$ cat config.mk
export PLATFORM = sky130hd
export DESIGN_NAME = lcd_mode_timing_controller
export DESIGN_NICKNAME = d
export VERILOG_FILES = /design/src/hw/rtl/lmtc_pkg.sv /design/src/hw/rtl/lcd_mode_timing_controller.sv
export SDC_FILE = /design/constraint.sdc
export NUM_CORES = 1
export LEC_CHECK = 0
export BUFFER_PORTS_ARGS = -buffer_cell sky130_fd_sc_hd__buf_2
export CAP_MARGIN = 25
export CORE_MARGIN = 2
export CORE_UTILIZATION = 67
export DETAILED_ROUTE_END_ITERATION = 6
export GPL_TIMING_DRIVEN = 0
export HOLD_SLACK_MARGIN = 0.1
export PLACE_DENSITY = 0.87
export SYNTH_ARGS = -nofsm -noshare
export SYNTH_HDL_FRONTEND = slang
export SYNTH_SLANG_ARGS = --single-unit
$ cat constraint.sdc
create_clock -name clk -period 10.8 [get_ports clk]
set_clock_uncertainty 0.2 [all_clocks]
set_input_delay 2.16 -clock clk [delete_from_list [all_inputs] [get_ports clk]]
set_output_delay 2.16 -clock clk [all_outputs]
set_load 0.005 [all_outputs]
$ cat src/hw/rtl/lmtc_pkg.sv
package lmtc_pkg;

	// LCD mode codes as seen in the STAT mode bits
	typedef enum logic [1:0] {
		MODE_HBLANK   = 2'd0,
		MODE_VBLANK   = 2'd1,
		MODE_OAM_SCAN = 2'd2,
		MODE_TRANSFER = 2'd3
	} mode_t;

	localparam int unsigned CNT_W  = 16;
	localparam int unsigned LINE_W = 8;

endpackage

$ cat src/hw/rtl/lcd_mode_timing_controller.sv
// Path: a word taken into the input register moves on to the result register once the
//   result slot is free (one input register, one result register).
// Throughput: one word per clock while result_stall is low; with a result waiting under a
//   stall, a word is taken only into an empty input register, and then the input stalls.
// Reset (arst_n low, asynchronous): mode OAM scan, both counters, line and coincidence
//   cleared, both pipeline slots empty.
module lcd_mode_timing_controller #(
	parameter int unsigned HBLANK_CYCLES   = 204,
	parameter int unsigned OAM_CYCLES      = 80,
	parameter int unsigned TRANSFER_CYCLES = 172,
	parameter int unsigned LINE_CYCLES     = 456,
	parameter int unsigned VISIBLE_LINES   = 144,
	parameter int unsigned VBLANK_LINES    = 10
) (
	input  logic       clk,
	input  logic       arst_n,
	// tick channel
	input  logic       item_valid,
	output logic       item_stall,
	input  logic [7:0] elapsed_cycles,
	input  logic       lcd_enable,
	input  logic [7:0] line_compare,
	input  logic       hblank_irq_enable,
	input  logic       vblank_stat_enable,
	input  logic       oam_irq_enable,
	input  logic       match_irq_enable,
	// result channel
	output logic       result_valid,
	input  logic       result_stall,
	output logic [1:0] mode,
	output logic [7:0] current_line,
	output logic       coincidence,
	output logic       vblank_request,
	output logic       stat_request,
	output logic       draw_line
);

	localparam int unsigned CW = lmtc_pkg::CNT_W;
	localparam int unsigned LW = lmtc_pkg::LINE_W;

	// Thresholds sized to the counters. The vblank length is cut to the 16-bit counter
	// width; with the default parameters it is 4560 and fits.
	localparam logic [CW-1:0] HB_LEN   = CW'(HBLANK_CYCLES);
	localparam logic [CW-1:0] OAM_LEN  = CW'(OAM_CYCLES);
	localparam logic [CW-1:0] XFER_LEN = CW'(TRANSFER_CYCLES);
	localparam logic [CW-1:0] LINE_LEN = CW'(LINE_CYCLES);
	localparam logic [CW-1:0] VB_LEN   = CW'(LINE_CYCLES * VBLANK_LINES);
	localparam logic [LW-1:0] VIS_LINE  = LW'(VISIBLE_LINES);
	localparam logic [LW-1:0] LAST_LINE = LW'(VISIBLE_LINES + VBLANK_LINES - 1);

	// ------------------------------------------------------------------
	// Input register stage
	// ------------------------------------------------------------------
	logic       valid_s1;
	logic [7:0] cyc_s1;
	logic       en_s1;
	logic [7:0] cmp_s1;
	logic       hb_en_s1;
	logic       vb_en_s1;
	logic       oam_en_s1;
	logic       match_en_s1;

	// Result slot frees when empty or when its word leaves this cycle.
	logic out_free;
	logic advance;

	assign out_free   = !result_valid || !result_stall;
	assign advance    = valid_s1 && out_free;
	assign item_stall = valid_s1 && !out_free;

	always_ff @(posedge clk or negedge arst_n) begin
		if (!arst_n) begin
			valid_s1 <= 1'b0;
		end else if (!item_stall) begin
			valid_s1 <= item_valid;
		end
	end

	always_ff @(posedge clk) begin
		if (item_valid && !item_stall) begin
			cyc_s1      <= elapsed_cycles;
			en_s1       <= lcd_enable;
			cmp_s1      <= line_compare;
			hb_en_s1    <= hblank_irq_enable;
			vb_en_s1    <= vblank_stat_enable;
			oam_en_s1   <= oam_irq_enable;
			match_en_s1 <= match_irq_enable;
		end
	end

	// ------------------------------------------------------------------
	// Timing state
	// ------------------------------------------------------------------
	lmtc_pkg::mode_t mode_q, mode_n;
	logic [CW-1:0]   line_cnt_q, line_cnt_n;
	logic [CW-1:0]   vb_cnt_q, vb_cnt_n;
	logic [LW-1:0]   line_q, line_n;
	logic            coin_q, coin_n;
	logic            vreq, sreq, draw;

	logic [CW:0]     sum_wide;
	logic [CW-1:0]   sum_sat;
	logic [CW-1:0]   vb_sum;
	logic [LW-1:0]   line_inc;
	logic [LW-1:0]   vb_line;

	// Line counter saturates; the vblank counter wraps.
	assign sum_wide = {1'b0, line_cnt_q} + {{(CW - 7){1'b0}}, cyc_s1};
	assign sum_sat  = sum_wide[CW] ? {CW{1'b1}} : sum_wide[CW-1:0];
	assign vb_sum   = vb_cnt_q + {{(CW - 8){1'b0}}, cyc_s1};
	assign line_inc = line_q + LW'(1);
	// During vblank the line stops at the last vblank line.
	assign vb_line  = (line_q < LAST_LINE) ? line_inc : line_q;

	always_comb begin
		mode_n     = mode_q;
		line_cnt_n = line_cnt_q;
		vb_cnt_n   = vb_cnt_q;
		line_n     = line_q;
		coin_n     = coin_q;
		vreq       = 1'b0;
		sreq       = 1'b0;
		draw       = 1'b0;
		if (!en_s1) begin
			// LCD off: everything parks, coincidence holds its last value
			mode_n     = lmtc_pkg::MODE_HBLANK;
			line_cnt_n = '0;
			vb_cnt_n   = '0;
			line_n     = '0;
		end else begin
			line_cnt_n = sum_sat;
			unique case (mode_q)
				lmtc_pkg::MODE_HBLANK: begin
					if (sum_sat >= HB_LEN) begin
						line_cnt_n = sum_sat - HB_LEN;
						line_n     = line_inc;
						coin_n     = (line_inc == cmp_s1);
						sreq       = coin_n && match_en_s1;
						if (line_inc == VIS_LINE) begin
							mode_n = lmtc_pkg::MODE_VBLANK;
							vreq   = 1'b1;
							sreq   = sreq || vb_en_s1;
						end else begin
							mode_n = lmtc_pkg::MODE_OAM_SCAN;
							sreq   = sreq || oam_en_s1;
						end
					end
				end
				lmtc_pkg::MODE_VBLANK: begin
					vb_cnt_n = vb_sum;
					// one vblank line elapsed: excess is dropped
					if (vb_sum >= LINE_LEN) begin
						vb_cnt_n = '0;
						line_n   = vb_line;
						coin_n   = (vb_line == cmp_s1);
						sreq     = coin_n && match_en_s1;
					end
					// end of vblank: back to line 0, second compare there
					if (sum_sat >= VB_LEN) begin
						vb_cnt_n   = '0;
						line_cnt_n = '0;
						line_n     = '0;
						coin_n     = (cmp_s1 == '0);
						sreq       = sreq || (coin_n && match_en_s1) || oam_en_s1;
						mode_n     = lmtc_pkg::MODE_OAM_SCAN;
					end
				end
				lmtc_pkg::MODE_OAM_SCAN: begin
					if (sum_sat >= OAM_LEN) begin
						line_cnt_n = sum_sat - OAM_LEN;
						mode_n     = lmtc_pkg::MODE_TRANSFER;
					end
				end
				lmtc_pkg::MODE_TRANSFER: begin
					if (sum_sat >= XFER_LEN) begin
						line_cnt_n = sum_sat - XFER_LEN;
						draw       = 1'b1;
						mode_n     = lmtc_pkg::MODE_HBLANK;
						sreq       = hb_en_s1;
					end
				end
				default: begin
					mode_n = mode_q;
				end
			endcase
		end
	end

	always_ff @(posedge clk or negedge arst_n) begin
		if (!arst_n) begin
			mode_q     <= lmtc_pkg::MODE_OAM_SCAN;
			line_cnt_q <= '0;
			vb_cnt_q   <= '0;
			line_q     <= '0;
			coin_q     <= 1'b0;
		end else if (advance) begin
			mode_q     <= mode_n;
			line_cnt_q <= line_cnt_n;
			vb_cnt_q   <= vb_cnt_n;
			line_q     <= line_n;
			coin_q     <= coin_n;
		end
	end

	// ------------------------------------------------------------------
	// Result register
	// ------------------------------------------------------------------
	always_ff @(posedge clk or negedge arst_n) begin
		if (!arst_n) begin
			result_valid <= 1'b0;
		end else if (out_free) begin
			result_valid <= valid_s1;
		end
	end

	always_ff @(posedge clk) begin
		if (advance) begin
			mode           <= mode_n;
			current_line   <= line_n;
			coincidence    <= coin_n;
			vblank_request <= vreq;
			stat_request   <= sreq;
			draw_line      <= draw;
		end
	end

endmodule

Word level (Yosys, flattened, before mapping)
Cells that the tools add are included.
Cells by class
  add/subtract/negate cells: 6
  magnitude comparators: 6
  equality and inequality tests: 7
  multiplexer cells: 39
  reductions and logical operators: 20
Operators with widths (count)
  16-bit 2-to-1 mux: 10
  16-bit case mux with 4 select lines: 1
  8-bit 2-to-1 mux: 5
  16-bit by 8-bit >= comparator with 1-bit output, second input constant: 2
  16-bit by 8-bit subtractor with 16-bit output, second input constant: 2
  16-bit by 8-bit adder with 17-bit output: 1
  16-bit by 8-bit adder with 16-bit output: 1
  8-bit equality test: 2
  16-bit by 13-bit >= comparator with 1-bit output, second input constant: 1
  16-bit by 7-bit >= comparator with 1-bit output, second input constant: 1
  16-bit by 9-bit >= comparator with 1-bit output, second input constant: 1
  8-bit case mux with 2 select lines: 1
  16-bit by 7-bit subtractor with 16-bit output, second input constant: 1
  1-bit 2-to-1 mux: 13
  2-bit 2-to-1 mux: 6
  8-bit by 1-bit adder with 8-bit output, second input constant: 1
  8-bit equality test, second input constant: 1
  8-bit zero test: 1
  8-bit less-than comparator, second input constant: 1
  2-bit case mux with 4 select lines: 1
  1-bit logical AND: 6
  1-bit logical OR: 5
  2-bit equality test, second input constant: 2
  1-bit zero test: 4
  other kinds (7): 8
Storage, ports and cells
  register bits: 80
  output and inout port bits: 16

Depth between registers and ports, before layout
Gate-level depths: netlist (run 1).
  word-level depth: 11
  mapped depth: 20
  depth with buffers taken out: 17

Least setup slack after synthesis (run 1)
OpenSTA, ideal clock, no wires.
  path type: register to register
  start point: register cyc_s1[0]
  end point: register stat_request (data pin)
  library setup time: 0.270 ns
  data arrival time: 4.368 ns
  path slack: 5.962 ns
  cell stages (with the launch flop): 19
  buffers on the path: 2
  period minus slack after synthesis: 4.838 ns
  path through: edfxtp_1 > ha_1 > fa_1 > a211o_1 > a211o_4 > and4_1 > buf_6 > nor2_1 > inv_1 > ha_1 > nand2b_1 > and4_1 > a41oi_1 > nand2_1 > or3_1 > buf_2 > and3_1 > a222oi_1 > o32ai_1
On the way
  word-level cells in the longest chain between the ends: 9
Ends and longest elaborated chain
  start, declared: line lcd_mode_timing_controller.sv:55  | logic [7:0] cyc_s1;
  start signal, assigned: line lcd_mode_timing_controller.sv:81  | cyc_s1 <= elapsed_cycles;
  16-bit by 8-bit adder with 16-bit output: line lcd_mode_timing_controller.sv:110  | assign vb_sum = vb_cnt_q + {{(CW - 8){1'b0}}, cyc_s1};
  16-bit by 9-bit >= comparator with 1-bit output: line lcd_mode_timing_controller.sv:152  | if (vb_sum >= LINE_LEN) begin
  1-bit 2-to-1 mux: line lcd_mode_timing_controller.sv:152
  1-bit 2-to-1 mux: line lcd_mode_timing_controller.sv:132  | unique case (mode_q)
  1-bit 2-to-1 mux: line lcd_mode_timing_controller.sv:124  | if (!en_s1) begin
  1-bit logical OR (2 in a row): line lcd_mode_timing_controller.sv:164  | sreq = sreq || (coin_n && match_en_s1) || oam_en_s1;
  1-bit 2-to-1 mux: line lcd_mode_timing_controller.sv:159  | if (sum_sat >= VB_LEN) begin
  1-bit case mux with 3 select lines (*): line lcd_mode_timing_controller.sv:132
  end signal, assigned: line lcd_mode_timing_controller.sv:222  | stat_request <= sreq;
  end, declared: line lcd_mode_timing_controller.sv:34  | output logic stat_request,
Mark *: on every way between the ends. The rest lies on a longest branch, timed or not. The select of a mux whose other input is x is not followed.
A chain may end at the register's enable or synchronous reset.

Final worst setup path (run 1)
  start point: register cyc_s1[0]
  end point: register line_cnt_q[2]
On the way
  word-level cells in the longest chain between the ends: 6
Ends and longest elaborated chain
  16-bit by 8-bit adder with 17-bit output (*): line lcd_mode_timing_controller.sv:108  | assign sum_wide = {1'b0, line_cnt_q} + {{(CW - 7){1'b0}}, cyc_s1};
  16-bit 2-to-1 mux (*): line lcd_mode_timing_controller.sv:109  | assign sum_sat = sum_wide[CW] ? {CW{1'b1}} : sum_wide[CW-1:0];
  16-bit by 8-bit subtractor with 16-bit output (tied with other cells): line lcd_mode_timing_controller.sv:176  | line_cnt_n = sum_sat - XFER_LEN;
  16-bit 2-to-1 mux (on tied branches)
  16-bit case mux with 4 select lines (*): line lcd_mode_timing_controller.sv:132
  16-bit 2-to-1 mux (*): line lcd_mode_timing_controller.sv:124
  end signal, assigned: line lcd_mode_timing_controller.sv:198  | line_cnt_q <= line_cnt_n;
  end, declared: line lcd_mode_timing_controller.sv:95  | logic [CW-1:0] line_cnt_q, line_cnt_n;
Mark *: on every way between the ends. The rest lies on a longest branch, timed or not.

==> impl_metrics.yaml, run 1 <==
synth:
  seq_area_frac_synth: 0.341
  synth_async_sr_flop_share: 0.563
  yosys_register_bits: 80
  ys_types: 85
  synth_nets: 801
  ys.warnings.count: 0
  synth_flop_cell: "dfrtp_1"
  post_synth.cell_area_avg_um2: 8.51
  syn_inst: 750
  synth_edf_count: 35
  synth_area_um2: 6380
critical_path:
  worstReg2RegEnd: "line_cnt_q[2]$_DFFE_PN0P_"
  crit_path_cell_trace: "ha_1 > fa_1 > a211o_1 > a211o_4 > and4_1 > buf_6 > nor2_1 > inv_1 > ha_1 > nand2b_1 > and4_1 > a41oi_1 > nand2_1 > nor3_1 > nor2_1 > xnor2_1 > o21ai_0 > o21ai_0"
  r2r-start: "cyc_s1[0]$_DFFE_PP_"
  ff2ff_path_depth: 18
  start_kind: "flip-flop"
  path_class: "reg2reg"
  rrSetupSlack_ps: 4700
  cp.required_ps: 10840
  crit_buf_inv: 2
  end_kind: "flip-flop"
  slowest_delay_ps: 750
  cp_max_fo: 9
  critical_path.top_delay_family: "simple AND/OR/NAND/NOR gates"
  cp_slowest_cell: "nor3_1"
  cp.arrival_ps: 6140
drt:
  drt_wl_total_mm: 21.0
  viasPerCell: 7.23
  drt_iter0_markers: 974
  vias: 6778
  wl_met2_mm: 9.46
  wl_met3_mm: 2.82
  dr.pass1.iters: 7
  ant_nets: 0
  post_drt_wl_per_cell_um: 22.4
  drc: 9
  drt-met1-wl_mm: 7.62
  dr.max_layer_used: "met4"
placement:
  dp_cells: 921
  dpl-instance-area_um2: 6780
  hpwlAfterDp_mm: 15.3
  portBuffers: 40
  gp_congestion: 1.06
clocking:
  htreeDepth: 3
  cts_root_buffer: "clkbuf_8"
  numCtsBuffers: 9
  clock_sinks: 80
  ctsLongestPathBuffers: 2
  post_cts_buffers: 0
  clk_pin_slew_ps: 90
  clk_latency_ps: 370
  cts_hold_buf: 0
  ctsResizeCount: 0
  cts_tree: "built"
floorplan:
  core_area_um2: 9240
  dieArea_um2: 10300
  die_y_um: 102
  start_util: 0.691
  ioPinCount: 41
  rows: 35
  die_w_um: 102
power:
  power.density_nw_per_um2: 305
  ir_worst_vdd_v: 0.000176
  power_leakage_nw: 2.92
  finalPower_mw: 2.15
min_path:
  hp-class: "reg2reg"
  holdPathStages: 2
  hp-start: "vb_cnt_q[2]$_DFFE_PN0P_"
  hold_end: "vb_cnt_q[2]$_DFFE_PN0P_"
finish:
  nNetsFinal: 854
  antenna_cells: 0
  layout_common_cells: "nand2_1, nor2_1, a21oi_1, buf_2, o21ai_0"
  syn_to_final_growth_pct: 10.2
  layout_commonest_cell: "nand2_1"
  drive_gt1_frac: 0.114
  final_core_util: 0.761
  stdcell_count: 937
  design_area_um2: 7040
sta:
  rsz0062_at_grt: "false"
  fmax_mhz: 164
  fin_tns_setup_ps: 0
  slew_viol_final: 0
  period_share: 0.564
  setup_violations: 0
  finalHoldViolations: 0
  worst_slew_pin_slew_ps: 1060
  period_minus_slack_ps: 6100
  relSlewSlack: 0.289
global_routing:
  grt_pass1_vias: 6553
  grt_pass1_wl_mm: 32.9
  grt_max_degree: 26
  grt.overflow.total: 0
  track_usage: 0.415
  antenna_found_initial: 0
outcome:
  violations: "design-rule violations"
  status: "finished with violations"
job:
  cap_violations: 0
## sequential cells by signal, indices dropped and copies added, names as in the netlist
name,count
line_cnt_q,16
vb_cnt_q,16
cmp_s1,8
current_line,8
cyc_s1,8
line_q,8
mode,2
mode_q,2
coin_q,1
coincidence,1
draw_line,1
en_s1,1
hb_en_s1,1
match_en_s1,1
oam_en_s1,1
result_valid,1
stat_request,1
valid_s1,1
vb_en_s1,1
vblank_request,1
## synth_stat cells, types with 5 or more instances
| library cell | instances | area (um2) |
|---|---|---|
| nand2_1 | 74 | 278 |
| nor2_1 | 68 | 255 |
| a21oi_1 | 52 | 260 |
| o21ai_0 | 46 | 230 |
| dfrtp_1 | 44 | 1100 |
| edfxtp_1 | 35 | 1050 |
| xnor2_1 | 35 | 307 |
| clkbuf_1 | 30 | 113 |
| nand3_1 | 26 | 130 |
| inv_1 | 25 | 93.8 |
| ha_1 | 24 | 300 |
| nor3_1 | 21 | 105 |
| xor2_1 | 16 | 140 |
| a31oi_1 | 14 | 87.6 |
| and3_1 | 14 | 87.6 |
| a21o_1 | 13 | 97.6 |
| and2_1 | 13 | 81.3 |
| nand4_1 | 13 | 81.3 |
| a211oi_1 | 11 | 82.6 |
| nand2b_1 | 10 | 62.6 |
| o31ai_1 | 10 | 75.1 |
| o21a_1 | 8 | 60.1 |
| buf_2 | 7 | 35.0 |
| nor4_1 | 6 | 37.5 |
| o211ai_1 | 6 | 45.0 |
| o22ai_1 | 6 | 37.5 |
| a22oi_1 | 5 | 37.5 |
| and4_1 | 5 | 43.8 |
| mux2_2 | 5 | 56.3 |
| mux2i_1 | 5 | 50.1 |
| or4_1 | 5 | 37.5 |
## through the flow
step | hold WS [ps] | setup slack, ps
2_1_floorplan | 243 | 5960
3_3_place_gp | 260 | 5120
3_5_place_dp | 275 | 5090
4_1_cts | 299 | 4940
5_1_grt | 336 | 4570
6_report | 300 | 4700
## how the worst max path moves through the flow
stage | start | to | slack, ps | cells after the start
6_report | cyc_s1[0]$_DFFE_PP_ | line_cnt_q[2]$_DFFE_PN0P_ | 4700 | 18
5_1_grt | cyc_s1[0]$_DFFE_PP_ | line_cnt_q[2]$_DFFE_PN0P_ | 4570 | 18
4_1_cts | cyc_s1[0]$_DFFE_PP_ | line_cnt_q[2]$_DFFE_PN0P_ | 4940 | 18
3_5_place_dp | cyc_s1[0]$_DFFE_PP_ | current_line[1]$_DFFE_PP_ | 5090 | 17
3_3_place_gp | cyc_s1[0]$_DFFE_PP_ | current_line[1]$_DFFE_PP_ | 5120 | 17
2_1_floorplan | cyc_s1[0]$_DFFE_PP_ | stat_request$_SDFFCE_PN0P_ | 5960 | 18
## power by group
group / internal (mW) / total [mW] / switching, mW
sequential: 0.381 / 0.431 / 0.0503
combinational: 0.487 / 1.42 / 0.936
clock: 0.159 / 0.292 / 0.132
## cell type report
cell class	instances	area, um2
repair buffers	42	235
clock inverters	7	133
inverters	25	93.8
well taps	129	161
plain buffers	41	181
flip-flops and latches	80	2180
multi-input cells	604	3930
clock buffers	9	124
fillers	666	2200
## logic make-up after synthesis
| family | share of synthesized area |
|---|---|
| flip-flops | 0.341 |
| AND/OR/NAND/NOR | 0.222 |
| AO/OA/AOI/OAI | 0.254 |
| XOR/XNOR | 0.0700 |
| buffers and inverters | 0.0431 |
| multiplexers | 0.0167 |
| adder cells (fa/ha/maj) | 0.0533 |
## routing by layer
| layer | global-route usage | vias to the layer above |
|---|---|---|
| met5 | 0 | - |
| met4 | 0.230 | 0 |
| met3 | 0.0925 | 129 |
| met2 | 0.656 | 605 |
| met1 | 0.527 | 3137 |
| li1 | - | 2907 |
## tightest hold or removal path, cell delays in order (launching register included)
cell and delay [ps]:
dfrtp_1 360, nand2_1 50, o21ai_0 60
No activity file was read; power rests on OpenSTA's default activity.
==> inputs of run 2 (changes only) <==
--- a/config.mk
+++ b/config.mk
@@ -8,11 +8,11 @@
 export BUFFER_PORTS_ARGS = -buffer_cell sky130_fd_sc_hd__buf_2
 export CAP_MARGIN = 25
 export CORE_MARGIN = 2
-export CORE_UTILIZATION = 67
+export CORE_UTILIZATION = 56
 export DETAILED_ROUTE_END_ITERATION = 6
 export GPL_TIMING_DRIVEN = 0
 export HOLD_SLACK_MARGIN = 0.1
-export PLACE_DENSITY = 0.87
+export PLACE_DENSITY = 0.77
 export SYNTH_ARGS = -nofsm -noshare
 export SYNTH_HDL_FRONTEND = slang
 export SYNTH_SLANG_ARGS = --single-unit
==> constraint.sdc (replaced) <==
create_clock -name clk -period 5.09 [get_ports clk]
set_clock_uncertainty 0.2 [all_clocks]
set_input_delay 1.018 -clock clk [delete_from_list [all_inputs] [get_ports clk]]
set_output_delay 1.018 -clock clk [all_outputs]
set_load 0.005 [all_outputs]
==> impl_metrics.yaml, run 2 (synthesis gave the netlist of run 1 again) <==
sta:
  slew_viol_final: 0
  setup_ws_ps: 41.5
  fmax_mhz: 198
  period_share: 0.992
  hold-worst-slack_ps: 283
  finalHoldViolations: 0
  period_minus_slack_ps: 5050
  worst_slew_pin_slew_ps: 966
  relSlewSlack: 0.353
  setup_violations: 0
clocking:
  clock_sinks: 80
  cts_hold_buf: 0
  clk_pin_slew_ps: 70
  clk_latency_ps: 350
  cts_tree: "built"
  ctsLongestPathBuffers: 2
  htreeDepth: 3
  numCtsBuffers: 9
  cts_root_buffer: "clkbuf_16"
finish:
  layout_commonest_cell: "nand2_1"
  drive_gt1_frac: 0.140
  antenna_cells: 0
  layout_common_cells: "nand2_1, nor2_1, a21oi_1, o21ai_0, buf_2"
  syn_to_final_growth_pct: 13.4
  nNetsFinal: 859
  largest_registers: "line_cnt_q: 16 flops, vb_cnt_q: 16 flops"
min_path:
  hp-start: "line_cnt_q[0]$_DFFE_PN0P_"
  hp-class: "reg2reg"
  holdPathStages: 2
  hold_end: "line_cnt_q[0]$_DFFE_PN0P_"
floorplan:
  die_w_um: 111
  rows: 38
  ioPinCount: 41
  die_y_um: 111
  start_util: 0.581
  core_area_um2: 11000
  dieArea_um2: 12300
critical_path:
  ff2ff_path_depth: 18
  rrSetupSlack_ps: 40
  cp_max_fo: 10
  start_kind: "flip-flop"
  path_class: "reg2reg"
  r2r-start: "cyc_s1[0]$_DFFE_PP_"
  cp.required_ps: 4960
  worstReg2RegEnd: "stat_request$_SDFFCE_PN0P_"
  end_kind: "flip-flop"
  cp.arrival_ps: 4920
drt:
  drc: 0
  post_drt_wl_per_cell_um: 21.7
  ant_nets: 0
  drt_iter0_markers: 942
  drt_wl_total_mm: 20.7
  vias: 6437
  viasPerCell: 6.75
  dr.pass1.iters: 6
placement:
  gp_congestion: 0.991
  place_ws_ps: -772
  hpwlAfterDp_mm: 15.2
  portBuffers: 40
global_routing:
  grt_pass1_vias: 6056
  grt_pass1_wl_mm: 33.2
  grt.overflow.total: 0
  track_usage: 0.339
  grt_max_degree: 36
  antenna_found_initial: 0
job:
  cap_violations: 0
power:
  power.density_nw_per_um2: 643
  ir_worst_vdd_v: 0.000393
  power_leakage_nw: 2.98
outcome:
  status: "finished clean"
==> run 2: power by group <==
group / leakage [nW] / total, mW / switching (mW) / internal [mW]
Combinational: 1.90 / 3.09 / 1.97 / 1.12
Sequential: 0.941 / 0.910 / 0.102 / 0.809
Clock: 0.143 / 0.652 / 0.306 / 0.346
==> run 2: layer usage <==
metal / part of all wire / global-route usage
met1: 0.40 / 0.482
met2: 0.46 / 0.528
met3: 0.11 / 0.0541
met4: 0.028 / 0.116
met5: 0 / 0
==> run 2: area by class of cell <==
type / instances / area, um2
inverters: 25 / 93.8
repair buffers: 47 / 273
plain buffers: 41 / 189
fillers: 892 / 3750
clock buffers: 9 / 225
well taps: 140 / 175
multi-input cells: 604 / 4030
clock inverters: 7 / 72.6
flip-flops and latches: 80 / 2180
==> run 2: worst max-delay path by stage <==
stage	from	to	slack, ps	cells past startpoint
after CTS	cyc_s1[0]$_DFFE_PP_	stat_request$_SDFFCE_PN0P_	1	18
after floorplan	cyc_s1[0]$_DFFE_PP_	stat_request$_SDFFCE_PN0P_	250	18
after detailed placement	cyc_s1[0]$_DFFE_PP_	current_line[1]$_DFFE_PP_	-770	17
after global routing	cyc_s1[0]$_DFFE_PP_	stat_request$_SDFFCE_PN0P_	-5	18
after global placement	cyc_s1[0]$_DFFE_PP_	current_line[1]$_DFFE_PP_	-700	17
final	cyc_s1[0]$_DFFE_PP_	stat_request$_SDFFCE_PN0P_	40	18
==> run 2: worst max-delay path: stages, from the launching register on <==
cell,delay [ps]
edfxtp_1,410
ha_1,260
fa_2,380
a211o_1,310
a211o_4,400
and4_1,180
buf_6,160
nor2_4,180
inv_1,80
ha_2,230
nand2b_4,170
and4_1,230
a41oi_4,240
nand2_2,110
or3_4,360
buf_4,210
and3_1,230
a222oi_1,260
o32ai_1,140
==> run 2: repair_timing <==
action / CTS / global route
resized for setup: 12 / 14
pin swaps: 1 / 0
cloned: 0 / 0
setup buffers: 4 / 1
setup endpoints to repair: 38 / 22
==> run 2: per-stage QoR <==
step                      power (mW)  std cells  area [um2]  utilization  setup TNS [ps]
after global placement          3.70        930        6760        0.615          -12780
final                           4.65        953        7240        0.659               0
after floorplan                 3.00        750        6380            -               0
after CTS                       4.49        952        7180        0.653               0
after detailed placement        3.74        932        6790        0.618          -14790
after global routing            4.94        953        7240        0.659           -4.83
==> inputs of run 3 (changes only) <==
--- a/config.mk
+++ b/config.mk
@@ -16,3 +16,4 @@
 export SYNTH_ARGS = -nofsm -noshare
 export SYNTH_HDL_FRONTEND = slang
 export SYNTH_SLANG_ARGS = --single-unit
+export TNS_END_PERCENT = 100
==> constraint.sdc (replaced) <==
create_clock -name clk -period 5.09 [get_ports clk]
set_clock_uncertainty 0.2 [all_clocks]
set_input_delay 0.2545 -clock clk [delete_from_list [all_inputs] [get_ports clk]]
set_output_delay 0.2545 -clock clk [all_outputs]
set_load 0.005 [all_outputs]
==> impl_metrics.yaml, run 3 (synthesis gave the netlist of run 1 again) <==
floorplan:
  start_util: 0.581
  die_w_um: 111
  dieArea_um2: 12300
  core_area_um2: 11000
  rows: 38
  ioPinCount: 41
  die_y_um: 111
placement:
  dp_cells: 932
  gp_congestion: 0.991
  portBuffers: 40
  hpwlAfterDp_mm: 15.2
power:
  ir_worst_vdd_v: 0.000393
  power.density_nw_per_um2: 626
  power_leakage_nw: 3.09
clocking:
  numCtsBuffers: 9
  cts_tree: "built"
  htreeDepth: 3
  clock_sinks: 80
  clk_pin_slew_ps: 70
  ctsLongestPathBuffers: 2
  clk_latency_ps: 360
  cts_root_buffer: "clkbuf_16"
drt:
  dr.pass1.iters: 6
  viasPerCell: 6.70
  drt_wl_total_mm: 21.5
  vias: 6552
  ant_nets: 0
  drt_iter0_markers: 894
  post_drt_wl_per_cell_um: 22.0
  drc: 0
critical_path:
  end_kind: "flip-flop"
  cp.arrival_ps: 4930
  start_kind: "flip-flop"
  cp_slowest_cell: "edfxtp_1"
  path_class: "reg2reg"
  cp_max_fo: 10
  slowest_delay_ps: 410
  crit_path_cell_trace: "ha_1 > fa_2 > a211o_1 > a211o_4 > and4_1 > buf_6 > nor2_4 > inv_1 > ha_2 > nand2b_4 > and4_1 > a41oi_4 > nand2_2 > or3_4 > buf_4 > and3_1 > a222oi_1 > o32ai_1"
  cp.required_ps: 4970
  crit_top_cell: "and4_1"
sta:
  worst_slew_pin_slew_ps: 1030
  fmax_mhz: 198
  finalHoldViolations: 0
  period_share: 0.993
  relSlewSlack: 0.314
  setup_violations: 0
  period_minus_slack_ps: 5050
  slew_viol_final: 0
finish:
  nNetsFinal: 884
  antenna_cells: 0
  layout_commonest_cell: "nand2_1"
  final_core_util: 0.682
  largest_registers: "line_cnt_q: 16 flops, vb_cnt_q: 16 flops"
  layout_common_cells: "nand2_1, nor2_1, a21oi_1, o21ai_0, buf_2"
  stdcell_count: 978
  syn_to_final_growth_pct: 17.3
  drive_gt1_frac: 0.136
global_routing:
  track_usage: 0.350
  grt_pass1_vias: 6234
  grt_max_degree: 36
  grt.overflow.total: 0
  grt_pass1_wl_mm: 34.2
  antenna_found_initial: 0
min_path:
  hp-class: "in2async"
job:
  cap_violations: 0
outcome:
  status: "finished clean"
-- run 3: cell types whose count changed in the layout (fill, tap and decap cells not counted), sizes merged --
| cell | delta |
|---|---|
| dlygate4sd3 | +25 |
-- run 3: report_power, final --
group | internal, mW | switching (mW) | leakage, nW
Combinational | 1.13 | 1.98 | 2.00
Clock | 0.346 | 0.311 | 0.143
Sequential | 0.809 | 0.103 | 0.941
Total | 2.29 | 2.40 | 3.09
-- run 3: critical path, delay by kind of cell, from the launching register on --
family                   cells  cell delay (ps)
AND/OR/NAND/NOR              7             1480
adder cells (fa/ha/maj)      3              860
buffers and inverters        3              440
flip-flops                   1              410
AO/OA/AOI/OAI                5             1360
-- run 3: stage by stage --
step / cell area (um2) / setup TNS (ps) / power, mW / setup WS (ps) / hold slack [ps]
floorplan: 6380 / 0 / 3.00 / 252 / -241
global placement: 6760 / -12780 / 3.70 / -704 / 231
detailed placement: 6790 / -14790 / 3.74 / -772 / -25.0
CTS: 7430 / 0 / 4.50 / 1.26 / 144
global route: 7490 / -6.17 / 4.96 / -6.17 / 166
finish: 7490 / 0 / 4.69 / 35.7 / 130
-- run 3: worst paths after layout --
check,startpoint,to,slack (ps),cells after the start
worst max-delay path,cyc_s1[0]$_DFFE_PP_,stat_request$_SDFFCE_PN0P_,40,18
worst min-delay path,arst_n,line_cnt_q[11]$_DFFE_PN0P_,130,2
worst max register to register,cyc_s1[0]$_DFFE_PP_,stat_request$_SDFFCE_PN0P_,40,18
worst min register to register,line_cnt_q[0]$_DFFE_PN0P_,line_cnt_q[0]$_DFFE_PN0P_,280,2
max in group asynchronous,arst_n,mode_q[1]$_DFFE_PN1P_,3980,3
min in group clk,line_cnt_q[0]$_DFFE_PN0P_,line_cnt_q[0]$_DFFE_PN0P_,280,2
-- run 3: cell type report --
class                      count  area, um2
timing repair buffer          72        523
multi-input combinational    604       4030
clock inverter                 7       72.6
fill                         861       3500
buffer                        41        189
clock buffer                   9        225
sequential                    80       2180
inverter                      25       93.8
tap                          140        175
-- run 3: routing by layer --
| layer | vias to the layer above | GRT usage | wire length (um) |
|---|---|---|---|
| met5 | - | 0 | 0 |
| met4 | 0 | 0.117 | 503 |
| met3 | 49 | 0.0536 | 2310 |
| met2 | 412 | 0.555 | 10000 |
| met1 | 3119 | 0.492 | 8680 |
| li1 | 2972 | - | - |
-- run 3: timing repair --
item	CTS	global route
endpoints found under the hold margin	67	0
pin swaps	1	0
endpoints found under the setup margin	38	22
buffers inserted	4	1
gates resized for setup	12	14
hold buffers	25	0
